**src/hw/rtl/acr_pkg.sv**
```systemverilog
// ----------------------------------------------------------------------------
// acr_pkg
// Shared types, codes and the CRC-32 byte update for the challenge relay.
// ----------------------------------------------------------------------------
package acr_pkg;

  localparam int LEN_W = 7;
  localparam int OFF_W = 6;
  localparam int SLOT_W = 5;

  localparam logic [1:0] RT_HOST_BYTE = 2'd0;
  localparam logic [1:0] RT_HOST_READ = 2'd1;
  localparam logic [1:0] RT_CTRL_BYTE = 2'd2;

  localparam logic [1:0] DEST_HOST = 2'd0;
  localparam logic [1:0] DEST_CTRL_DATA = 2'd1;
  localparam logic [1:0] DEST_CTRL_REQ = 2'd2;
  localparam logic [1:0] DEST_NOTICE = 2'd3;

  localparam logic [2:0] NOTE_NONE = 3'd0;
  localparam logic [2:0] NOTE_BAD_HOST_WR = 3'd1;
  localparam logic [2:0] NOTE_BAD_HOST_RD = 3'd2;
  localparam logic [2:0] NOTE_BAD_CTRL = 3'd3;
  localparam logic [2:0] NOTE_RANGE = 3'd4;

  localparam logic [7:0] ID_STATUS = 8'hf2;
  localparam logic [7:0] ID_RESPONSE = 8'hf1;
  localparam logic [7:0] CHAL_PREFIX = 8'h53;
  localparam logic [7:0] CHAL_START = 8'h04;
  localparam logic [7:0] FLAG_BUSY = 8'h10;
  localparam logic [7:0] FLAG_DONE = 8'h00;

  typedef enum logic [1:0] {
    M_IDLE, M_WAITING, M_COLLECTING, M_READY
  } mode_t;

  typedef enum logic [2:0] {
    B_NONE, B_NOTICE, B_FWD, B_STATUS, B_REPLAY, B_REQ, B_WHDR, B_WDATA
  } burst_t;

  typedef enum logic [1:0] {
    S_IDLE, S_EXEC, S_FETCH, S_PUT
  } state_t;

  typedef struct packed {
    logic             capture;
    logic             exec;
    logic             fetch;
    logic             put;
    logic             last;
    logic [LEN_W-1:0] pos;
  } acr_cmd_t;

  typedef struct packed {
    logic [LEN_W-1:0] len;
    logic             is_write;
    logic             out_free;
  } acr_stat_t;

  function automatic logic [31:0] crc_byte(input logic [31:0] c, input logic [7:0] b);
    logic [31:0] x;
    x = c ^ {24'd0, b};
    for (int k = 0; k < 8; k++) begin
      x = x[0] ? ((x >> 1) ^ 32'hEDB88320) : (x >> 1);
    end
    return x;
  endfunction

endpackage

```
**src/hw/rtl/acr_ctrl.sv**
```systemverilog
// ----------------------------------------------------------------------------
// acr_ctrl
// Sequencer: accepts a transaction, runs it, then steps its burst.
// ----------------------------------------------------------------------------
module acr_ctrl
  import acr_pkg::*;
(
  input  logic      clk,
  input  logic      rst_n,
  input  logic      in_valid,
  output logic      in_ready,
  input  acr_stat_t stat,
  output acr_cmd_t  cmd
);

  state_t           state_r, state_nxt;
  logic [LEN_W-1:0] pos_r, pos_nxt;
  logic             at_end;

  assign at_end = (pos_r == stat.len - LEN_W'(1));

  always_ff @(posedge clk) begin
    if (!rst_n) begin
      state_r <= S_IDLE;
      pos_r   <= '0;
    end else begin
      state_r <= state_nxt;
      pos_r   <= pos_nxt;
    end
  end

  always_comb begin
    state_nxt = state_r;
    pos_nxt   = pos_r;
    case (state_r)
      S_IDLE: begin
        if (in_valid) state_nxt = S_EXEC;
      end
      S_EXEC: begin
        state_nxt = S_FETCH;
        pos_nxt   = '0;
      end
      S_FETCH: begin
        if (stat.len == '0) begin
          state_nxt = S_IDLE;
        end else if (stat.is_write) begin
          if (at_end) state_nxt = S_IDLE;
          else pos_nxt = pos_r + LEN_W'(1);
        end else begin
          state_nxt = S_PUT;
        end
      end
      S_PUT: begin
        if (stat.out_free) begin
          if (at_end) begin
            state_nxt = S_IDLE;
          end else begin
            state_nxt = S_FETCH;
            pos_nxt   = pos_r + LEN_W'(1);
          end
        end
      end
      default: state_nxt = S_IDLE;
    endcase
  end

  always_comb begin
    in_ready    = (state_r == S_IDLE);
    cmd.capture = (state_r == S_IDLE) && in_valid;
    cmd.exec    = (state_r == S_EXEC);
    cmd.fetch   = (state_r == S_FETCH) && (stat.len != '0);
    cmd.put     = (state_r == S_PUT) && stat.out_free;
    cmd.last    = at_end;
    cmd.pos     = pos_r;
  end

endmodule

```
**config.mk**
```make
export PLATFORM = sky130hd
export DESIGN_NAME = acr_ctrl
export DESIGN_NICKNAME = d
export VERILOG_FILES = /design/src/hw/rtl/acr_pkg.sv /design/src/hw/rtl/acr_ctrl.sv
export SDC_FILE = /design/constraint.sdc
export NUM_CORES = 1
export LEC_CHECK = 0
export ABC_AREA = 1
export CAP_MARGIN = 30
export CORE_UTILIZATION = 50
export CTS_BUF_LIST = sky130_fd_sc_hd__clkbuf_8 sky130_fd_sc_hd__clkbuf_16
export DETAILED_ROUTE_END_ITERATION = 10
export DONT_BUFFER_PORTS = 1
export PLACE_DENSITY = 0.74
export SLEW_MARGIN = 10
export SYNTH_ARGS = -nofsm -noshare
export SYNTH_HDL_FRONTEND = slang
export SYNTH_SLANG_ARGS = --single-unit
```
**constraint.sdc**
```tcl
create_clock -name clk -period 1.67 [get_ports clk]
set_input_delay 0.334 -clock clk [delete_from_list [all_inputs] [get_ports clk]]
set_output_delay 0.334 -clock clk [all_outputs]
set_load 0.02 [all_outputs]
```
Yosys cells after proc, flatten, opt, wreduce, memory -nomap -nowiden:

Index checks and enable logic that the tools add are counted.

* register bits after elaboration: 9
* input bits: 12
* output and inout bits: 13

* eq/ne operators: 9
* multiplexer cells: 12
* add/sub/neg operators: 2
* reduce and logical (&&, ||, !) cells: 9

Operators by type and width (number)
* 7-bit 2-to-1 mux: 4
* 7-bit one-hot mux with 3 select lines: 1
* 2-bit 2-to-1 mux: 6
* 2-bit inequality test, second input constant: 4
* 2-bit one-hot mux with 4 select lines: 1
* 7-bit by 1-bit adder with 7-bit output, second input constant: 1
* 7-bit equality test: 1
* 7-bit zero test: 1
* 7-bit nonzero test: 1
* 7-bit by 1-bit subtractor with 7-bit output, second input constant: 1
* 2-bit equality test, second input constant: 2
* 4-bit inequality test, second input constant: 1
* 4-bit AND reduction: 1
* 1-bit logical AND: 3
* 3-bit AND reduction: 1
* 3-bit nonzero test: 1
* 2-bit by 1-bit equality test with 1-bit output, second input constant: 1
* 2-bit zero test: 1

Longest topological paths before layout:

Gate-level depths: netlist of run 1.

* depth after elaboration: 6
* depth in mapped cells: 15
* gate-level depth less buffers: 15

Worst setup path after synthesis of run 1:

No wires, ideal clock.

* path kind: input to output
* start point: input stat[2] (netlist bit)
* end point: output cmd[7] (netlist bit)
* stages on the path: 11
* buffers on the path: 1
* path slack: -0.093 ns
* data required time: 1.336 ns
* data arrival time: 1.429 ns
* cell sequence: inv_1 > ha_1 > nand2_1 > nor2_1 > nand2_1 > nand2_1 > nand2_1 > nor2_2 > nand2_1 > inv_1 > buf_4

* cells in the longest elaborated chain, start to end: 2

Ends and longest elaborated chain
* from (decl): line acr_ctrl.sv:12 `input acr_stat_t stat,`
* 7-bit by 1-bit subtractor with 7-bit output: line acr_ctrl.sv:20 `assign at_end = (pos_r == stat.len - LEN_W'(1));`
* 7-bit equality test: line acr_ctrl.sv:20
* to (decl): line acr_ctrl.sv:13 `output acr_cmd_t cmd`

Every way passes these cells.

==> impl_metrics.py, run 1 <==
metrics = {
    "route": {
        "drt_wl_total_um": 2050,
        "detail_route.first_pass.iterations": 4,
        "route.detailed.wl_per_inst_um": 11.4,
        "vias": 934,
        "ant_nets": 0,
        "first_iter_violations": 32,
        "vias_per_cell": 5.19,
        "detail_route.drc_violations": 0,
    },
    "synthesis": {
        "synth_top_area_share_pct": 21.7,
        "synth_top_cells_by_area": "dfxtp_1 22%, nand2_1 16%, nor2_1 13%",
        "yosys.cell_count.top_type": "nand2_1",
        "synthesis.nets": 163,
        "synth_top_flop_cell": "dfxtp_1",
        "synth-warning-count": 0,
        "postSynthCellCount": 148,
        "synth_enable_flop_cells": 0,
        "synth-compound-area-share_pct": 12.8,
        "synth_top_cells_by_count": "35 x nand2_1, 28 x nor2_1, 20 x inv_1, 12 x nand3_1",
        "synthAdderAreaFrac_pct": 4.51,
        "synthesis.area_per_instance_um2": 5.62,
        "synth_simple_gate_area_share_pct": 42.9,
        "yosysSeqAreaShare_pct": 21.7,
        "yosys-mux-area-fraction_pct": 0,
        "ys_ff_latch": 9,
        "synth_top_family_by_area": "simple AND/OR/NAND/NOR gates",
        "yosys.area_share.xor_xnor_pct": 6.32,
        "synth_top_cell_by_area": "dfxtp_1",
        "syn_area_um2": 832,
        "synth_cell_type_count": 23,
        "async_reset_ff_share_pct": 0,
    },
    "clock_network": {
        "root_buffer": "clkbuf_8",
        "postCtsSetupRepairBufs": 0,
        "cts_tree": "built",
        "tritoncts_num_sinks": 9,
        "hold_buffers": 0,
        "cts_made_buffers": 3,
        "clk_pin_slew_ns": 0.05,
        "h-tree-depth": 1,
        "clock_latency_ns": 0.23,
        "clock_path_buffers": 2,
    },
    "sta": {
        "clock.fmax_ghz": 0.605,
        "finalHoldViolations": 0,
        "tns_ns": 0,
        "final.period_utilization_pct": 99.0,
        "timing.final.setup_violations": 0,
        "slew_headroom_pct": 71.8,
        "slew_viol_final": 0,
        "worstMarginPinSlew_ns": 0.422,
        "clock_period_minus_worst_slack_ns": 1.65,
        "finClkSkew_ns": 0.00299,
        "rsz0062_at_grt": "true",
    },
    "floorplan": {
        "die_y_um": 42.8,
        "fp.coreArea_um2": 1520,
        "io_pins": 25,
        "fp-row-count": 14,
        "full_die_area_um2": 1830,
        "initial_core_util_pct": 54.6,
        "dieWidth_um": 42.8,
    },
    "placement": {
        "placed_insts": 176,
        "post-dp-hpwl_um": 1600,
        "gpl.final_weighted_congestion": 0.812,
        "port-buffer-count": 0,
    },
    "grt": {
        "grt_pass1_wl_um": 3370,
        "vias_in_the_first_global_route": 846,
        "gr-usage-all-layers_pct": 23.8,
        "grt_antenna_before_repair": 0,
        "maximum_number_of_pins_on_one_net_before_global_route_repair": 11,
        "total_grt_overflow": 0,
    },
    "layout": {
        "fin_cells": 180,
        "fin_nets": 180,
        "layout-drive-gt1-share_pct": 22.6,
        "final.fill_count": 147,
        "syn_to_layout_area_delta_pct": 23.5,
        "antenna-diode-count": 0,
    },
    "flow_run": {
        "maxCapViolCount": 0,
    },
    "critical_path": {
        "worstSetupPathType": "in2out",
        "critical-path-max-stage-delay_ns": 0.16,
        "setup.worst_path.end_class": "primary output",
        "worst-path-max-fanout": 4,
        "critical-path-slowest-cell": "ha_4",
        "critical-path-top-cell-by-count": "nand2_1",
        "worst_setup_path_start_kind": "primary input",
        "path_cells": "inv_1, ha_4, nand2_1, nor2_2, nand2_1, nand2_1, nand2_1, nor2_2, nand2_2, inv_2",
        "critical_path_required_ns": 1.34,
        "worst_ep_arrival_time_ns": 1.32,
    },
    "power_and_ir_drop": {
        "power.density_nw_per_um2": 1550,
        "irDropWorstVdd_mv": 1.26,
        "cellLeakagePower_nw": 0.503,
    },
    "hold_path": {
        "timing.hold.worst.class": "in2reg",
    },
    "run_status": {
        "outcome": "finished, final reports clean",
    },
}
## placed cells by master (no fill, tap or decap), drive strengths merged, types with 3 or more instances in the layout
master	instances
buf	14
inv	23
xor2	3
nor2	30
dfxtp	9
xnor2	3
nand3	12
clkbuf	3
nand2	36
a21oi	10
ha	3
nor3	3
o21ai	9
## repair_timing
action | 4_1_cts | 5_1_grt
resized for setup | 3 | 4
pin swaps | 0 | 2
endpoints found under the setup margin | 1 | 9
## through the flow
| step | power, mW | hold WS (ns) | cell area (um^2) | utilization [%] | setup WS (ns) |
|---|---|---|---|---|---|
| 2_1_floorplan | 1.05 | 0.454 | 860 | - | -0.00927 |
| 3_3_place_gp | 1.30 | 0.457 | 968 | 63.5 | -0.0273 |
| 3_5_place_dp | 1.32 | 0.460 | 968 | 63.5 | -0.0562 |
| 4_1_cts | 1.58 | 0.218 | 1020 | 66.7 | 0.0114 |
| 5_1_grt | 1.73 | 0.217 | 1030 | 67.4 | -0.0663 |
| 6_report | 1.60 | 0.215 | 1030 | 67.4 | 0.0164 |
## routing by layer
layer	track usage, %	vias up	part of all wire, %
met2	40.9	16	50
met4	10.6	0	0.93
met1	30.2	420	46
met3	1.28	4	3.4
met5	0	-	0
li1	-	494	-
## sequential cells by signal, summed over array words and instances (netlist names)
| name | flops |
|---|---|
| pos_r | 7 |
| state_r | 2 |
## path summary, 6_finish.rpt
check	startpoint	endpoint	slack, ns	depth (start not counted)
worst min-delay path	rst_n	pos_r[5]	0.21	2
worst max register to register	state_r[1]	pos_r[0]	0.14	8
worst max-delay path	stat[3]	cmd[7]	0.02	10
worst min register to register	pos_r[4]	pos_r[4]	0.56	2
## worst max-delay path, delay by kind of cell
family	cells	cell delay, ns
AND/OR/NAND/NOR	7	0.63
buffers and inverters	2	0.20
adder cells (fa/ha/maj)	1	0.16
## cell type report
cell class / instances / area [um^2] / area share (%)
multi-input combinational: 114 / 583 / 56.8
sequential: 9 / 184 / 17.9
timing repair buffer: 14 / 105 / 10.2
inverter: 23 / 90.1 / 8.77
clock buffer: 3 / 41.3 / 4.02
tap: 16 / 20.0 / 1.95
clock inverter: 1 / 3.75 / 0.365
## power breakdown
group	total, mW	switching (mW)	internal [mW]	leakage, nW
logic	0.924	0.565	0.359	0.401
registers	0.427	0.116	0.312	0.0753
clock network	0.245	0.0851	0.160	0.0269
## logic make-up (layout without fill, tap and decap cells)
kind of cell    Yosys count  after routing
buf+inv                  25             41
xor+xnor                  6              6
compound gates           20             20
flops                     9              9
simple gates             85             85
fa+ha+maj                 3              3
Power figures use the tool's default switching activity.
==> inputs of run 2 (changes only) <==
--- a/config.mk
+++ b/config.mk
@@ -7,11 +7,11 @@
 export LEC_CHECK = 0
 export ABC_AREA = 1
 export CAP_MARGIN = 30
-export CORE_UTILIZATION = 50
+export CORE_UTILIZATION = 45
 export CTS_BUF_LIST = sky130_fd_sc_hd__clkbuf_8 sky130_fd_sc_hd__clkbuf_16
 export DETAILED_ROUTE_END_ITERATION = 10
 export DONT_BUFFER_PORTS = 1
-export PLACE_DENSITY = 0.74
+export PLACE_DENSITY = 0.68
 export SLEW_MARGIN = 10
 export SYNTH_ARGS = -nofsm -noshare
 export SYNTH_HDL_FRONTEND = slang
==> run 2 against run 1 <==
Effect of this change:
- clock power is essentially flat
- highest routed layer unchanged
- count of clock-buffer cells in the layout is the same
- largest cell class unchanged
- clock skew shrank 0.0027 ns
- global-route usage shrank 0.42 points
- worst hold slack lost 0.0018 ns
==> impl_metrics.py, run 2 (synthesis gave the netlist of run 1 again) <==
metrics = {
    "sta": {
        "timing.final.setup_violations": 0,
        "finClkSkew_ns": 0.000247,
        "worstMarginPinSlew_ns": 0.419,
        "slew_viol_final": 0,
        "rsz0062_at_grt": "true",
        "finalHoldViolations": 0,
        "clock_period_minus_worst_slack_ns": 1.63,
        "slew_headroom_pct": 72.0,
        "final_critical_path_setup_slack_ns": 0.0374,
        "clock.fmax_ghz": 0.613,
        "tns_ns": 0,
        "final.period_utilization_pct": 97.8,
    },
    "grt": {
        "grt_util_met3_pct": 2.40,
        "gr-usage-all-layers_pct": 23.4,
        "grt_util_met2_pct": 41.4,
        "top_usage_layer": "met2",
        "vias_in_the_first_global_route": 887,
        "grt_pass1_wl_um": 3490,
        "grt_antenna_before_repair": 0,
        "total_grt_overflow": 0,
        "maximum_number_of_pins_on_one_net_before_global_route_repair": 11,
        "gr-usage-met1_pct": 28.5,
    },
    "floorplan": {
        "io_pins": 25,
        "dieWidth_um": 45,
        "initial_core_util_pct": 48.2,
        "full_die_area_um2": 2030,
        "die_y_um": 45,
        "fp-row-count": 15,
        "fp.coreArea_um2": 1730,
    },
    "clock_network": {
        "clock_path_buffers": 2,
        "cts_made_buffers": 3,
        "clock_latency_ns": 0.23,
        "h-tree-depth": 1,
        "hold_buffers": 0,
        "cts_tree": "built",
        "clk_pin_slew_ns": 0.04,
        "tritoncts_num_sinks": 9,
        "root_buffer": "clkbuf_8",
    },
    "critical_path": {
        "worst_setup_path_start_kind": "primary input",
        "worstSetupPathType": "in2out",
        "worst_ep_arrival_time_ns": 1.30,
        "critical_path_required_ns": 1.34,
        "setup.worst_path.end_class": "primary output",
        "worst-path-max-fanout": 5,
    },
    "placement": {
        "port-buffer-count": 0,
        "placement.setup.worst_slack_ns": -0.106,
        "gpl.final_weighted_congestion": 0.840,
        "post-dp-hpwl_um": 1660,
    },
    "layout": {
        "top_register_by_number_of_flip_flops": "pos_r",
        "final_common_cell": "nand2_1",
        "top_library_cells_by_usage_in_the_layout_fill_and_taps_aside": "32 x nand2_1, 26 x nor2_1, 17 x inv_1",
        "reg.largest.list": "pos_r x7, state_r x2",
        "final.fill_count": 170,
        "ff_latch_area_um2": 184,
        "antenna-diode-count": 0,
        "largest_register_ff_count": 7,
        "multi_input_area_um2": 591,
        "fin_nets": 182,
        "syn_to_layout_area_delta_pct": 27.8,
        "layout-drive-gt1-share_pct": 24.1,
    },
    "run_status": {
        "outcome": "finished, final reports clean",
    },
    "power_and_ir_drop": {
        "cellLeakagePower_nw": 0.518,
        "power.density_nw_per_um2": 1530,
        "irDropWorstVdd_mv": 0.952,
    },
    "hold_path": {
        "timing.hold.worst.class": "in2reg",
    },
    "route": {
        "detail_route.drc_violations": 0,
        "vias_per_cell": 4.93,
        "ant_nets": 0,
        "first_iter_violations": 21,
        "drt_wl_total_um": 2060,
        "detail_route.first_pass.iterations": 4,
        "route.detailed.wl_per_inst_um": 10.8,
        "vias": 942,
    },
    "flow_run": {
        "maxCapViolCount": 0,
    },
}
run 2: cell count changes in the layout (fill, tap and decap cells not counted):
cell / delta
nand2_4: +1
nor2_2: -1
buf_4: +2
nor3_1: +1
nand2_1: -1
inv_1: -1
inv_4: +1
nor2_4: +1
nor3_2: -1
run 2: path summary, 6_finish.rpt:
path	from	cells past startpoint	to	slack [ns]
worst max-delay path	stat[2]	11	cmd[7]	0.04
worst min-delay path	rst_n	2	pos_r[5]	0.21
worst max register to register	pos_r[0]	9	state_r[1]	0.21
worst min register to register	pos_r[2]	2	pos_r[2]	0.56
run 2: area by class of cell:
class                           instances  share of cell area (%)
Inverter                               23                    8.71
Clock inverter                          1                   0.353
Sequential cell                         9                    17.3
Timing Repair Buffer                   16                    11.3
Multi-Input combinational cell        114                    55.5
Tap cell                               25                    2.94
Clock buffer                            3                    3.88
run 2: per-stage QoR:
step / hold slack [ns] / power (mW) / utilization, % / area [um^2] / std cells
floorplan: 0.454 / 1.05 / - / 860 / 148
global placement: 0.459 / 1.34 / 57.2 / 987 / 186
detailed placement: 0.465 / 1.35 / 57.2 / 987 / 186
CTS: 0.220 / 1.61 / 60.7 / 1050 / 191
global route: 0.226 / 1.77 / 61.6 / 1060 / 191
finish: 0.213 / 1.62 / 61.6 / 1060 / 191
run 2: power by group:
group          leakage (nW)  total, mW  internal [mW]  switching [mW]
registers            0.0753      0.426          0.312           0.114
clock network        0.0269      0.244          0.160          0.0845
logic                 0.416      0.952          0.379           0.574
run 2: routing by layer:
layer	share of wire, %	routed length, um	vias to the layer above
li1	-	-	498
met1	47	966	422
met2	49	1020	20
met3	2.9	59	2
met4	0.97	20	0
met5	0	0	-
run 2: worst max-delay path, cell delays in order:
cell	delay, ns
clkinvlp_4	0.11
ha_4	0.20
inv_2	0.05
nand2_2	0.05
nand2_1	0.05
nand2_1	0.04
nand2_1	0.06
nand3_1	0.08
nor2_2	0.15
nand2_2	0.09
inv_4	0.08
run 2: timing repair:
action / in CTS / in global routing
buffers inserted: 1 / 0
setup endpoints to repair: 1 / 9
resized for setup: 5 / 6
endpoints found under the hold margin: 0 / 0
pin swaps: 2 / 1
==> inputs of run 3 (changes only) <==
--- a/config.mk
+++ b/config.mk
@@ -6,12 +6,12 @@
 export NUM_CORES = 1
 export LEC_CHECK = 0
 export ABC_AREA = 1
+export BUFFER_PORTS_ARGS = -buffer_cell sky130_fd_sc_hd__buf_2
 export CAP_MARGIN = 30
 export CORE_UTILIZATION = 45
 export CTS_BUF_LIST = sky130_fd_sc_hd__clkbuf_8 sky130_fd_sc_hd__clkbuf_16
 export DETAILED_ROUTE_END_ITERATION = 10
-export DONT_BUFFER_PORTS = 1
-export PLACE_DENSITY = 0.68
+export PLACE_DENSITY = 0.8
 export SLEW_MARGIN = 10
 export SYNTH_ARGS = -nofsm -noshare
 export SYNTH_HDL_FRONTEND = slang
==> run 3 against run 2 <==
Effect of this change:
- the flow now finishes with violations (negative setup slack)
- count of clock-buffer cells in the layout unchanged
- non-clock buffer count up 23
- clock skew up 0.0018 ns
- die area unchanged
- critical path type unchanged
- largest cell class unchanged
- highest routed layer unchanged
==> impl_metrics.py, run 3 (synthesis gave the netlist of run 1 again) <==
metrics = {
    "critical_path": {
        "critical-path-max-stage-delay_ns": 0.16,
        "critical-path-slowest-cell": "ha_4",
        "setup.worst_path.end_class": "primary output",
        "worst_ep_arrival_time_ns": 1.45,
        "path_delay_family": "buffers and inverters",
        "worstSetupPathType": "in2out",
        "worst-r2r-cell-count": 12,
        "sum_of_buffers_and_inverters_on_the_critical_path": 5,
        "worst_setup_path_start_kind": "primary input",
        "path_cells": "buf_2, inv_2, ha_4, buf_4, nand3_2, xnor2_2, nor2_2, nand2_2, inv_2, buf_6",
        "critical-path-top-cell-by-count": "inv_2",
        "worst-path-max-fanout": 3,
        "critical_path_required_ns": 1.34,
        "worstSetupPathDepth": 10,
    },
    "power_and_ir_drop": {
        "cellLeakagePower_nw": 0.648,
        "switching_share_pct": 49.5,
        "total_switching_power_uw": 932,
        "clkPwrFrac_pct": 13.1,
        "report.power.total_mw": 1.88,
        "power.share.sequential_pct": 23.3,
        "irDropWorstVdd_mv": 0.998,
        "combinational_power_share_pct": 63.6,
        "internal-power_uw": 949,
        "power.density_nw_per_um2": 1460,
    },
    "route": {
        "met3_wirelength_um": 145,
        "ant_nets": 0,
        "dr_wl_met2_um": 1350,
        "detail_route.drc_violations": 0,
        "met1Wirelength_um": 1110,
        "vias_per_cell": 5.24,
        "vias": 1126,
        "drt_wl_total_um": 2660,
        "route.detailed.wl_per_inst_um": 12.4,
        "highest_metal_layer_with_signal_wires": "met4",
        "first_iter_violations": 15,
        "detail_route.first_pass.iterations": 4,
    },
    "hold_path": {
        "timing.hold.worst.class": "in2reg",
        "min_delay_path_depth": 3,
    },
    "placement": {
        "post-dp-hpwl_um": 1720,
        "placed_area_um2": 1070,
        "gpl.final_weighted_congestion": 0.896,
        "port-buffer-count": 24,
    },
    "sta": {
        "slew_headroom_pct": 74.9,
        "worst_hold_slack_ns": 0.402,
        "worstMarginPinSlew_ns": 0.375,
        "finalHoldViolations": 0,
        "rsz0062_at_grt": "true",
        "slew_viol_final": 0,
        "clock_period_minus_worst_slack_ns": 1.78,
        "final_critical_path_setup_slack_ns": -0.113,
        "timing.final.setup_violations": 8,
        "final.period_utilization_pct": 107,
        "clock.fmax_ghz": 0.561,
        "finClkSkew_ns": 0.00209,
    },
    "layout": {
        "reg.largest.list": "pos_r x7, state_r x2",
        "syn_to_layout_area_delta_pct": 55.0,
        "final_common_cell": "nand2_1",
        "largest_register_ff_count": 7,
        "top_library_cells_by_usage_in_the_layout_fill_and_taps_aside": "32 x nand2_1, 23 x nor2_1, 21 x buf_2",
        "final_design_area_no_fill_um2": 1290,
        "antenna-diode-count": 0,
        "final.fill_count": 133,
        "top_register_by_number_of_flip_flops": "pos_r",
        "layout-drive-gt1-share_pct": 38.9,
        "fin_nets": 206,
    },
    "clock_network": {
        "cts_tree": "built",
        "cts_made_buffers": 3,
        "tritoncts_num_sinks": 9,
        "clk_pin_slew_ns": 0.04,
        "h-tree-depth": 1,
        "root_buffer": "clkbuf_8",
        "hold_buffers": 0,
        "clock_path_buffers": 2,
        "clock_latency_ns": 0.23,
    },
    "floorplan": {
        "fp-row-count": 15,
        "full_die_area_um2": 2030,
        "die_y_um": 45,
        "fp.coreArea_um2": 1730,
        "initial_core_util_pct": 48.2,
        "io_pins": 25,
        "dieWidth_um": 45,
    },
    "run_status": {
        "violated_checks": "negative setup slack",
        "outcome": "finished, violations left",
    },
    "grt": {
        "grt_antenna_before_repair": 0,
        "grt_pass1_wl_um": 3840,
        "maximum_number_of_pins_on_one_net_before_global_route_repair": 11,
        "total_grt_overflow": 0,
        "vias_in_the_first_global_route": 977,
        "gr-usage-all-layers_pct": 25.8,
    },
    "flow_run": {
        "maxCapViolCount": 0,
    },
}
## run 3: stage by stage
stage	setup slack (ns)	setup TNS [ns]	util, %	std cells
finish	-0.113	-0.277	74.7	215
global placement	-0.170	-1.44	62.0	205
detailed placement	-0.209	-1.82	62.0	205
floorplan	-0.00927	-0.00927	-	148
CTS	-0.0690	-0.0690	68.4	214
global route	-0.189	-0.982	74.7	215
## run 3: final timing paths
kind / slack, ns / endpoint / from
min: 0.40 / pos_r[0] / rst_n
min reg2reg: 0.55 / pos_r[3] / pos_r[3]
max: -0.11 / cmd[7] / stat[3]
max reg2reg: 0.05 / pos_r[0] / pos_r[5]
## run 3: tightest hold or removal path: cells and delay by family
| kind | cells | cell delay, ns |
|---|---|---|
| buffers and inverters | 1 | 0.15 |
| AO/OA/AOI/OAI | 1 | 0.06 |
| AND/OR/NAND/NOR | 1 | 0.04 |
## run 3: layout make-up
class	instances	area, um^2	area share, %
timing repair inverter	1	8.76	0.679
multi-input combinational	114	666	51.6
clock buffer	3	41.3	3.20
sequential	9	183	14.2
clock inverter	1	3.75	0.291
tap	25	31.3	2.42
timing repair buffer	39	259	20.1
inverter	23	97.6	7.57
## run 3: timing repair
| item | in CTS | in global routing |
|---|---|---|
| setup endpoints to repair | 1 | 11 |
| pin swaps | 8 | 12 |
| cloned | 0 | 1 |
| setup buffers | 5 | 1 |
| gates resized for setup | 9 | 30 |
## run 3: per-layer routing
metal,vias up,GRT usage (%)
met1,527,31.7
met3,7,3.20
met4,0,15.2
met5,-,0
li1,552,-
met2,40,42.9
## run 3: power by group through the flow
stage               clock [mW]  sequential [mW]  combinational (mW)
detailed placement           0            0.428               0.933
floorplan                    0            0.497               0.553
global route             0.263            0.451                1.31
finish                   0.246            0.439                1.20
global placement             0            0.421               0.906
CTS                      0.250            0.427               0.987
